==> src/design/r2a_pkg.sv <==
// shared types, codes and the digit-to-character function for the radix converter
package r2a_pkg;

  localparam int unsigned FieldValueW = 64;
  localparam int unsigned FieldRadixW = 2;
  localparam int unsigned FieldCharW  = 8;

  localparam logic [7:0] CharZero  = 8'h30;
  localparam logic [7:0] CharLowA  = 8'h61;
  localparam logic [3:0] DigitTen  = 4'd10;

  typedef enum logic [1:0] {
    RADIX_DEC = 2'd0,
    RADIX_HEX = 2'd1,
    RADIX_OCT = 2'd2,
    RADIX_BIN = 2'd3
  } radix_e;

  typedef struct packed {
    logic [FieldValueW-1:0] value;
    logic [FieldRadixW-1:0] radix_select;
  } req_t;

  typedef struct packed {
    logic [FieldCharW-1:0] char_out;
    logic                  last_char;
  } res_t;

  function automatic logic [7:0] digit_ascii(input logic [3:0] digit);
    logic [7:0] ch;
    if (digit < DigitTen) begin
      ch = CharZero + {4'd0, digit};
    end else begin
      ch = CharLowA + {4'd0, digit - DigitTen};
    end
    return ch;
  endfunction

endpackage

==> src/design/r2a_extract.sv <==
// digit extraction: bit-serial double dabble for decimal, digit-per-cycle split into the store
module r2a_extract #(
  parameter int unsigned MAX_DIGITS  = 64,
  parameter int unsigned VALUE_WIDTH = 64
) (
  input  logic                                  clk_i,
  input  logic                                  rst_ni,
  input  logic                                  load_i,
  input  r2a_pkg::req_t                         req_i,
  output logic                                  busy_o,
  output logic                                  wr_en_o,
  output logic [((MAX_DIGITS > 1) ? $clog2(MAX_DIGITS) : 1)-1:0] wr_addr_o,
  output logic [3:0]                            wr_digit_o,
  output logic                                  done_o,
  output logic [$clog2(MAX_DIGITS+1)-1:0]      count_o
);
  import r2a_pkg::*;

  localparam int unsigned NDEC = (VALUE_WIDTH * 30103) / 100000 + 1;
  localparam int unsigned RW   = 4 * NDEC;
  localparam int unsigned CW   = $clog2(MAX_DIGITS + 1);
  localparam int unsigned AW   = (MAX_DIGITS > 1) ? $clog2(MAX_DIGITS) : 1;
  localparam int unsigned DW   = $clog2(VALUE_WIDTH);

  typedef enum logic [1:0] {
    ST_IDLE,
    ST_DABBLE,
    ST_SPLIT
  } state_e;

  state_e                 state_q;
  radix_e                 radix_q;
  logic [RW-1:0]          rem_q;
  logic [RW-1:0]          rem_adj;
  logic [RW-1:0]          rem_shift;
  logic [VALUE_WIDTH-1:0] bin_q;
  logic [DW-1:0]          dab_cnt_q;
  logic [CW-1:0]          n_q;
  logic [3:0]             digit_mask;
  logic                   split_more;

  always_comb begin
    for (int i = 0; i < NDEC; i++) begin
      if (rem_q[4*i +: 4] >= 4'd5) begin
        rem_adj[4*i +: 4] = rem_q[4*i +: 4] + 4'd3;
      end else begin
        rem_adj[4*i +: 4] = rem_q[4*i +: 4];
      end
    end
  end

  always_comb begin
    unique case (radix_q)
      RADIX_DEC: begin
        digit_mask = 4'hf;
        rem_shift  = rem_q >> 4;
      end
      RADIX_HEX: begin
        digit_mask = 4'hf;
        rem_shift  = rem_q >> 4;
      end
      RADIX_OCT: begin
        digit_mask = 4'h7;
        rem_shift  = rem_q >> 3;
      end
      RADIX_BIN: begin
        digit_mask = 4'h1;
        rem_shift  = rem_q >> 1;
      end
      default: begin
        digit_mask = 4'hf;
        rem_shift  = rem_q >> 4;
      end
    endcase
  end

  assign split_more = (n_q == '0) || ((rem_q != '0) && (n_q < CW'(MAX_DIGITS)));

  assign busy_o     = (state_q != ST_IDLE);
  assign wr_en_o    = (state_q == ST_SPLIT) && split_more;
  assign wr_addr_o  = n_q[AW-1:0];
  assign wr_digit_o = rem_q[3:0] & digit_mask;
  assign done_o     = (state_q == ST_SPLIT) && !split_more;
  assign count_o    = n_q;

  always_ff @(posedge clk_i or negedge rst_ni) begin
    if (!rst_ni) begin
      state_q   <= ST_IDLE;
      radix_q   <= RADIX_DEC;
      rem_q     <= '0;
      bin_q     <= '0;
      dab_cnt_q <= '0;
      n_q       <= '0;
    end else begin
      unique case (state_q)
        ST_IDLE: begin
          if (load_i) begin
            radix_q   <= radix_e'(req_i.radix_select);
            n_q       <= '0;
            dab_cnt_q <= '0;
            bin_q     <= req_i.value[VALUE_WIDTH-1:0];
            if (radix_e'(req_i.radix_select) == RADIX_DEC) begin
              rem_q   <= '0;
              state_q <= ST_DABBLE;
            end else begin
              rem_q   <= RW'(req_i.value[VALUE_WIDTH-1:0]);
              state_q <= ST_SPLIT;
            end
          end
        end
        ST_DABBLE: begin
          rem_q     <= {rem_adj[RW-2:0], bin_q[VALUE_WIDTH-1]};
          bin_q     <= {bin_q[VALUE_WIDTH-2:0], 1'b0};
          dab_cnt_q <= dab_cnt_q + DW'(1);
          if (dab_cnt_q == DW'(VALUE_WIDTH - 1)) begin
            state_q <= ST_SPLIT;
          end
        end
        ST_SPLIT: begin
          if (split_more) begin
            rem_q <= rem_shift;
            n_q   <= n_q + CW'(1);
          end else begin
            state_q <= ST_IDLE;
          end
        end
        default: state_q <= ST_IDLE;
      endcase
    end
  end

endmodule

==> src/design/r2a_digit_buf.sv <==
// digit store and most-significant-first character readout
module r2a_digit_buf #(
  parameter int unsigned MAX_DIGITS = 64
) (
  input  logic                                  clk_i,
  input  logic                                  rst_ni,
  input  logic                                  wr_en_i,
  input  logic [((MAX_DIGITS > 1) ? $clog2(MAX_DIGITS) : 1)-1:0] wr_addr_i,
  input  logic [3:0]                            wr_digit_i,
  input  logic                                  go_i,
  input  logic [$clog2(MAX_DIGITS+1)-1:0]      count_i,
  output logic                                  busy_o,
  output logic                                  strobe_o,
  output r2a_pkg::res_t                         result_o
);
  import r2a_pkg::*;

  localparam int unsigned CW = $clog2(MAX_DIGITS + 1);
  localparam int unsigned AW = (MAX_DIGITS > 1) ? $clog2(MAX_DIGITS) : 1;

  typedef enum logic {
    ST_IDLE,
    ST_READ
  } state_e;

  state_e        state_q;
  logic [AW-1:0] ptr_q;
  logic          rd_vld_q;
  logic          rd_last_q;
  logic [3:0]    rd_data_q;
  logic [CW-1:0] last_idx;
  logic [3:0]    mem [MAX_DIGITS];

  assign last_idx = count_i - CW'(1);

  always_ff @(posedge clk_i) begin
    if (wr_en_i) begin
      mem[wr_addr_i] <= wr_digit_i;
    end
    if (state_q == ST_READ) begin
      rd_data_q <= mem[ptr_q];
    end
  end

  always_ff @(posedge clk_i or negedge rst_ni) begin
    if (!rst_ni) begin
      state_q   <= ST_IDLE;
      ptr_q     <= '0;
      rd_vld_q  <= 1'b0;
      rd_last_q <= 1'b0;
    end else begin
      unique case (state_q)
        ST_IDLE: begin
          rd_vld_q  <= 1'b0;
          rd_last_q <= 1'b0;
          if (go_i) begin
            ptr_q   <= last_idx[AW-1:0];
            state_q <= ST_READ;
          end
        end
        ST_READ: begin
          rd_vld_q  <= 1'b1;
          rd_last_q <= (ptr_q == '0);
          if (ptr_q == '0) begin
            state_q <= ST_IDLE;
          end else begin
            ptr_q <= ptr_q - AW'(1);
          end
        end
        default: state_q <= ST_IDLE;
      endcase
    end
  end

  assign busy_o             = (state_q != ST_IDLE) || rd_vld_q;
  assign strobe_o           = rd_vld_q;
  assign result_o.char_out  = digit_ascii(rd_data_q);
  assign result_o.last_char = rd_last_q;

endmodule

==> src/design/radix_integer_to_ascii_top.sv <==
// top level of the integer to ascii converter for radix 10, 16, 8 and 2
//
//  channel   handshake         payload
//  request   start / busy      req_i   (value, radix_select)
//  result    strobe_o          result_o (char_out, last_char)
//
//  a request in decimal runs the double dabble before the digit split; in
//  hex, octal or binary it goes straight to the split (at most MAX_DIGITS digits)
//  the double dabble is bit-serial and takes one input bit a cycle;
//  the digit split writes one digit a cycle and the store reads one a cycle
//  characters leave on consecutive cycles; busy stays high until the last one
//  reset clears all control state; the digit store needs no clearing
module radix_integer_to_ascii_top #(
  parameter int unsigned MAX_DIGITS  = 64,
  parameter int unsigned VALUE_WIDTH = 64
) (
  input  logic           clk_i,
  input  logic           rst_ni,
  input  logic           start,
  output logic           busy,
  input  r2a_pkg::req_t  req_i,
  output logic           strobe_o,
  output r2a_pkg::res_t  result_o
);
  import r2a_pkg::*;

  localparam int unsigned CW = $clog2(MAX_DIGITS + 1);
  localparam int unsigned AW = (MAX_DIGITS > 1) ? $clog2(MAX_DIGITS) : 1;

  logic          load;
  logic          ext_busy;
  logic          buf_busy;
  logic          wr_en;
  logic [AW-1:0] wr_addr;
  logic [3:0]    wr_digit;
  logic          ext_done;
  logic [CW-1:0] ext_count;

  assign load = start && !busy;
  assign busy = ext_busy || buf_busy;

  r2a_extract #(
    .MAX_DIGITS (MAX_DIGITS),
    .VALUE_WIDTH(VALUE_WIDTH)
  ) u_extract (
    .clk_i     (clk_i),
    .rst_ni    (rst_ni),
    .load_i    (load),
    .req_i     (req_i),
    .busy_o    (ext_busy),
    .wr_en_o   (wr_en),
    .wr_addr_o (wr_addr),
    .wr_digit_o(wr_digit),
    .done_o    (ext_done),
    .count_o   (ext_count)
  );

  r2a_digit_buf #(
    .MAX_DIGITS(MAX_DIGITS)
  ) u_digit_buf (
    .clk_i     (clk_i),
    .rst_ni    (rst_ni),
    .wr_en_i   (wr_en),
    .wr_addr_i (wr_addr),
    .wr_digit_i(wr_digit),
    .go_i      (ext_done),
    .count_i   (ext_count),
    .busy_o    (buf_busy),
    .strobe_o  (strobe_o),
    .result_o  (result_o)
  );

endmodule

==> config.mk <==
export PLATFORM = sky130hd
export DESIGN_NAME = radix_integer_to_ascii_top
export DESIGN_NICKNAME = d
export VERILOG_FILES = /design/src/design/r2a_pkg.sv /design/src/design/r2a_extract.sv /design/src/design/r2a_digit_buf.sv /design/src/design/radix_integer_to_ascii_top.sv
export SDC_FILE = /design/constraint.sdc
export NUM_CORES = 1
export LEC_CHECK = 0
export BUFFER_PORTS_ARGS = -buffer_cell sky130_fd_sc_hd__buf_2
export CAP_MARGIN = 25
export CORE_ASPECT_RATIO = 1.25
export CORE_MARGIN = 2
export CORE_UTILIZATION = 60
export CTS_BUF_LIST = sky130_fd_sc_hd__clkbuf_8
export DETAILED_ROUTE_END_ITERATION = 8
export PLACE_DENSITY = 0.81
export SKIP_CTS_REPAIR_TIMING = 1
export SLEW_MARGIN = 10
export SYNTH_ARGS = -nofsm -noshare
export SYNTH_HDL_FRONTEND = slang
export SYNTH_SLANG_ARGS = --single-unit
export TNS_END_PERCENT = 50
==> constraint.sdc <==
create_clock -name clk_i -period 5.34 [get_ports clk_i]
set_input_delay 0.801 -clock clk_i [delete_from_list [all_inputs] [get_ports clk_i]]
set_output_delay 0.801 -clock clk_i [all_outputs]
set_load 0.02 [all_outputs]
* Word level (Yosys, flattened, before mapping)
Memories as Yosys holds them, arrays and structs flattened. A register that Yosys moved wholly into a read port is not among the register bits.
Index checks and enable logic that the tools add are counted.
** Cells by class
- Add/subtract/negate cells :: 27
- Order comparisons :: 22
- Eq/ne operators :: 12
- Mux-type cells :: 49
- Bitwise gates (word level) :: 2
- Reduce and logical (&&, ||, !) cells :: 26
** Operator list (number)
- $pmux W80 S3 :: 2
- $mux W80 :: 2
- $mux W64 :: 2
- $pmux W64 S2 :: 1
- $ge A4 B3 Y1 const B :: 20
- $reduce_bool A80 Y1 :: 1
- $add A4 B2 Y4 const B :: 19
- $mux W4 :: 19
- $pmux W6 S2 :: 2
- $mux W6 :: 3
- $mux W7 :: 2
- $pmux W7 S2 :: 1
- $pmux W4 S3 :: 1
- $sub A6 B1 Y6 const B :: 2
- $reduce_and A3 Y1 :: 3
- $add A7 B4 Y8 const A :: 1
- $mux W2 :: 4
- $mux W8 :: 1
- $ne A2 B2 Y1 const B :: 4
- $add A6 B4 Y7 const A :: 1
- $add A7 B1 Y7 const B :: 1
- $logic_not A7 Y1 :: 1
- $lt A7 B7 Y1 const B :: 1
- $add A6 B1 Y6 const B :: 1
- 22 further kinds :: 43
** Storage, ports and cells
- Register bits :: 170
- Bits in writable memories :: 256
- Memories kept :: 1
** Memories
- u_digit_buf.mem :: words 64, width 4, rd ports 1, clocked after memory_dff 1, wr ports 1, line r2a_digit_buf.sv:32 : logic [3:0] mem [MAX_DIGITS];

* Longest topological paths before layout
- Depth after elaboration :: 7
- Depth in mapped cells :: 11
- Mapped depth without buffers :: 8

* Hierarchy
Synthesis repeated with hierarchy kept, for this count alone.
** Second synthesis, totals
- Cells, all modules :: 2041
- Area, all modules :: 23266.1 µm²
** Modules (own cells, without submodules)
- r2a_extract :: instances 1, cells an instance 1448, area an instance 12156.7 µm², sequential area each 4028.9 µm²
- r2a_digit_buf :: instances 1, cells an instance 591, area an instance 11095.6 µm², sequential area each 8032.7 µm²
- radix_integer_to_ascii_top :: instances 1, cells an instance 2, area an instance 13.8 µm², sequential area each 0.0 µm²

* Worst setup path before layout
Ideal clock, no wire load.
- Path type :: register to register
- Start point :: register u_extract.radix_q[0]
- End point :: memory u_digit_buf.mem[0][2], data pin
- Arrival :: 3727 ps
- Required time :: 4618 ps
- Slack :: 891 ps
- Stages on the path, launching flop included :: 5
- Buffers on the path :: 3
- Clock period less this slack :: 4449 ps
- Path through :: dfrtp_1 > clkbuf_1 > clkbuf_1 > clkbuf_1 > a21boi_0
** On the way
- Longest elaborated chain between the ends :: 4
** RTL lines
- start, declared :: line r2a_extract.sv:32 : radix_e radix_q;
- start signal, assigned :: line r2a_extract.sv:98 : radix_q <= radix_e'(req_i.radix_select);
- $eq A2 B1 Y1 or $logic_not A2 Y1 (tied branches) :: line r2a_extract.sv:53 : unique case (radix_q)
- $reduce_or A2 Y1 (no line)
- $pmux W4 S3 (*) :: line r2a_extract.sv:53
- $and A4 B4 Y4 (*) :: line r2a_extract.sv:82 : assign wr_digit_o = rem_q[3:0] & digit_mask;
- named net u_digit_buf.wr_digit_i[2] :: line r2a_digit_buf.sv:9 : input logic [3:0] wr_digit_i,
- end, declared :: line r2a_digit_buf.sv:32
The timed path passes the listed nets; every way through them passes the cells marked *. The select of a mux whose other input is x is not followed.

* Worst setup path in the final report
- Start point :: register u_extract.rem_q[16]
- End point :: register u_extract.rem_q[12]
** On the way
- Longest elaborated chain between the ends :: 5
** RTL lines
- start, declared :: line r2a_extract.sv:33 : logic [RW-1:0] rem_q;
- start signal, assigned :: line r2a_extract.sv:106 : rem_q <= RW'(req_i.value[VALUE_WIDTH-1:0]);
- start signal, assigned :: line r2a_extract.sv:112 : rem_q <= {rem_adj[RW-2:0], bin_q[VALUE_WIDTH-1]};
- start signal, assigned :: line r2a_extract.sv:121 : rem_q <= rem_shift;
- $reduce_bool A80 Y1 :: line r2a_extract.sv:77 : assign split_more = (n_q == '0) || ((rem_q != '0) && (n_q < CW'(MAX_DIGITS)));
- $logic_and A1 B1 Y1 :: line r2a_extract.sv:77
- $logic_or A1 B1 Y1 :: line r2a_extract.sv:77
- $ne A2 B1 Y1 (no line)
- $reduce_and A3 Y1 (no line)
Several ways; a longest one is shown, not always the timed one. The select of a mux whose other input is x is not followed.
A chain may end at the register's enable or synchronous reset.

==> qor.log <==
[min_path] Hold/Removal Path Class in2async
[detailed_routing] drt first-iter violations 1720
[global_routing] global route overflow 0
[detailed_routing] routed wire length on met3 3785 µm
[synthesis] flip-flop and latch count after synthesis 430
[sta] setup repair after global routing missed its margin no
[cells_and_area] number of inserted filler cells in the final layout 2761
[synthesis] cell area after synthesis 22720 µm²
[clock_network] number of buffers inserted during clock tree synthesis 69
[synthesis] cell type contributing the most total cell area after synthesis sky130_fd_sc_hd__edfxtp_1
[sta] summed negative setup slack over all endpoints 0 ns
[synthesis] average size of a mapped cell 11.01 µm²
[worst_setup_path] kind of capture point of the worst setup path register
[detailed_routing] First-pass DRT Iterations 8
[power_and_ir_drop] leakage power of the design 8.663 nW
[worst_setup_path] R2R Path Start u_extract.rem_q[16]
[power_and_ir_drop] IR Drop Worst-Case VDD 0.1954 mV
[synthesis] share of synthesized area occupied by flip-flops and latches 0.5309
[clock_network] Clock Sinks 430
[floorplanning] floorplan row count 79
[worst_setup_path] number of buffer and inverter stages on the critical path 2
[clock_network] clock transition at the registers of the reported paths 0.06 ns
[floorplanning] vertical die dimension 221.6 µm
[synthesis] number of cells produced by synthesis 2064
[cells_and_area] Util after Layout 0.6654
[place] HPWL after detailed placement 36160 µm
[cells_and_area] net count of the finished layout 2199
[detailed_routing] DRC violations left 0
[floorplanning] I/O pin count 80
[clock_network] Longest Clk Path Bufs 3
[cells_and_area] fraction of layout cells with a size suffix above 1 0.1237
[sta] highest achievable clock rate 280.1 MHz
[synthesis] share of synthesized flip-flops with an asynchronous set or reset 0.3953
[worst_setup_path] critical path cell sequence inv_1, ha_1, or4b_2, nor4_1, nand2_1, o211ai_4, buf_4, o21ai_0
[sta] Hold Violations, Final 0
[floorplanning] core box area 37260 µm²
[detailed_routing] total length of routed met2 wires 28930 µm
[worst_setup_path] startpoint kind of the worst setup timing path register
[cells_and_area] Non-Filler Instances 2606
[sta] max-slew violations 0
[synthesis] count of warnings emitted by yosys 0
[synthesis] number of distinct library cells after synthesis 65
[detailed_routing] top sig layer met4
[sta] worst-case clock skew 0.02689 ns
[worst_setup_path] FF-to-FF End u_extract.rem_q[12]
[global_routing] vias in the first global route 16720
[detailed_routing] routed wire length per instance 21.45 µm
[synthesis] dominant cells by area after synthesis sky130_fd_sc_hd__edfxtp_1 (34%), sky130_fd_sc_hd__dfrtp_1 (19%), sky130_fd_sc_hd__mux2i_1 (8.9%), sky130_fd_sc_hd__o21ai_0 (4.3%), sky130_fd_sc_hd__ha_1 (3.8%)
[clock_network] clock tree from TritonCTS done
[power_and_ir_drop] Cell Pwr Density 261.9 nW/µm²
[flow_run] maximum capacitance violations 0
[sta] number of failing setup endpoints in the final timing report 0
[worst_setup_path] required time reported for the critical path endpoint 5.78 ns
[place] placer congestion estimate 0.8640
[synthesis] Synth top cells by count sky130_fd_sc_hd__edfxtp_1 (260), sky130_fd_sc_hd__mux2i_1 (201), sky130_fd_sc_hd__nand2_1 (197)
[synthesis] post-synth net total 2202
[floorplanning] die area 39450 µm²
[sta] slew at the pin closest to its max-slew limit 1.173 ns
[place] number of buffer cells added on primary ports 77
[clock_network] clock root buffer sky130_fd_sc_hd__clkbuf_8
[floorplanning] starting density of the core 0.6097
[global_routing] first-pass GRT wire length 88880 µm
[synthesis] area fraction of the dominant cell type after synthesis 0.3436
[global_routing] number of antenna violations at the first check in global routing 1
[worst_setup_path] worst-case register-to-register setup slack 1.77 ns
[detailed_routing] number of routed nets with antenna violations 0
[worst_setup_path] maximum cell stage delay along the critical path 0.63 ns
[worst_setup_path] arrival time of the worst setup path 4.01 ns
[global_routing] total routing resource utilization after global routing 0.2858
[worst_setup_path] CP max FO 74
[worst_setup_path] kind of cell adding the most delay to the critical path simple AND/OR/NAND/NOR gates
[synthesis] count of flip-flops with a built-in enable after synthesis 260
[sta] Final Cycle Share 0.6687
[clock_network] H-tree levels 3
[detailed_routing] via count 16760
[sta] minimum clock period 3.571 ns
[global_routing] maximum number of pins on one net before global-route repair 110
[synthesis] dominant register cell in the synthesized netlist sky130_fd_sc_hd__edfxtp_1
[floorplanning] floorplan die width 178.1 µm
[outcome] run status finished clean
[place] Post-Place Cells 2472
[cells_and_area] signed area change from the synthesized netlist to the final layout 9.136%
[worst_setup_path] slowest cell on the critical path sky130_fd_sc_hd__buf_4
[synthesis] library cell with the highest instance count after synthesis sky130_fd_sc_hd__edfxtp_1
[detailed_routing] post-detailed-route via-to-cell ratio 6.432
[sta] worst-case headroom to the max-slew limit 0.2180
[clock_network] clock latency on the worst-skew pair 0.61 ns
[worst_setup_path] Worst Path Class, Setup reg2reg
[detailed_routing] total routed wire length on the met1 layer 20790 µm
[worst_setup_path] worst reg2reg path depth 8
[detailed_routing] Routed WL 55900 µm
==> worst reg2reg max path, cell delays in order (launching register included) <==
cell                       delay (ns)
sky130_fd_sc_hd__dfrtp_1         0.47
sky130_fd_sc_hd__inv_1           0.15
sky130_fd_sc_hd__ha_1            0.27
sky130_fd_sc_hd__or4b_2          0.60
sky130_fd_sc_hd__nor4_1          0.54
sky130_fd_sc_hd__nand2_1         0.30
sky130_fd_sc_hd__o211ai_4        0.24
sky130_fd_sc_hd__buf_4           0.63
sky130_fd_sc_hd__o21ai_0         0.22
==> cell usage in the layout (no fill, tap or decap), types with 9 or more instances in the layout <==
cell                       count
sky130_fd_sc_hd__or3_1         9
sky130_fd_sc_hd__nand3_1      27
sky130_fd_sc_hd__nor3b_1      17
sky130_fd_sc_hd__nor2_1      162
sky130_fd_sc_hd__o21ai_0     193
sky130_fd_sc_hd__ha_1         67
sky130_fd_sc_hd__buf_4        23
sky130_fd_sc_hd__nand4_1      16
sky130_fd_sc_hd__mux4_2       32
sky130_fd_sc_hd__clkbuf_8     80
sky130_fd_sc_hd__mux2i_1     201
sky130_fd_sc_hd__dfrtp_1     166
sky130_fd_sc_hd__a222oi_1     16
sky130_fd_sc_hd__inv_1        86
sky130_fd_sc_hd__o211ai_1     39
sky130_fd_sc_hd__nor3_1       22
sky130_fd_sc_hd__clkinv_1     10
sky130_fd_sc_hd__o22ai_1      19
sky130_fd_sc_hd__o21ai_1      25
sky130_fd_sc_hd__nand2_1     197
sky130_fd_sc_hd__a221oi_1     49
sky130_fd_sc_hd__edfxtp_1    260
sky130_fd_sc_hd__a21oi_1      90
sky130_fd_sc_hd__a211oi_1     28
sky130_fd_sc_hd__xnor2_1      25
sky130_fd_sc_hd__nand2b_1     37
sky130_fd_sc_hd__buf_2        76
sky130_fd_sc_hd__o221ai_1     31
==> power breakdown <==
group,leakage [nW],internal [mW],switching [mW]
clock,0.810,1.58,1.34
sequential,3.99,3.50,0
combinational,3.86,0.0234,0.0507
total,8.66,5.10,1.39
==> stage by stage <==
stage | hold WS, ns | area [µm²] | power (mW) | setup WS [ns]
floorplan | 0.4496 | 22720 | 3.570 | 0.8910
global placement | 0.4615 | 23260 | 3.637 | 1.907
detailed placement | 0.4699 | 23260 | 3.638 | 1.835
CTS | 0.3511 | 24690 | 6.528 | 1.823
global route | 0.01873 | 24790 | 6.671 | 1.593
finish | 0.03467 | 24800 | 6.495 | 1.769
==> how the worst max path moves through the flow <==
stage                                    start               endpoint  slack, ns  cells past startpoint
final                      u_extract.rem_q[16]    u_extract.rem_q[12]       1.77                      8
after global routing       u_extract.rem_q[16]    u_extract.rem_q[18]       1.59                      8
after CTS                  u_extract.rem_q[16]    u_extract.rem_q[14]       1.82                      8
after detailed placement   u_extract.rem_q[16]    u_extract.rem_q[14]       1.84                      8
after global placement     u_extract.rem_q[16]    u_extract.rem_q[79]       1.91                      9
after floorplan           u_extract.radix_q[0]  u_digit_buf.mem[0][2]       0.89                      4
==> registers in the layout (all words and copies together) (netlist names), 2 cells and up <==
signal                 count
u_extract.rem_q           80
u_extract.count_o          7
u_extract.bin_q           64
u_extract.radix_q          2
u_digit_buf.mem          256
u_extract.dab_cnt_q        6
u_digit_buf.rd_data_q      4
u_digit_buf.ptr_q          6
u_extract.state_q          2
==> kinds of logic (layout without fill, tap and decap cells) <==
| logic type | Yosys count | count (layout) | share of synthesized area |
|---|---|---|---|
| fa+ha+maj | 69 | 69 | 0.03800 |
| xor+xnor | 28 | 28 | 0.01079 |
| mux | 240 | 240 | 0.1237 |
| other cells | 2 | 4 | 0.0003305 |
| buf+inv | 246 | 300 | 0.04406 |
| simple gates | 522 | 522 | 0.1044 |
| flops | 430 | 430 | 0.5309 |
| compound gates | 527 | 527 | 0.1479 |
==> final cells by class <==
cell class,count,area [µm²],share of cell area
Inverter,66,247.7,0.009991
Clock buffer,80,1101,0.04440
Sequential cell,430,12070,0.4869
Clock inverter,48,331.6,0.01337
Tap cell,486,608.1,0.02452
Antenna cell,2,5.005,0.0002018
Multi-Input combinational cell,1388,9722,0.3921
Timing Repair Buffer,106,706.9,0.02851
==> metal layers <==
metal	track usage	vias up
met4	0.1333	0
met2	0.5000	769
met5	0	-
met3	0.04510	167
li1	-	7671
met1	0.3437	8154
(Power assumes the default switching activity.)
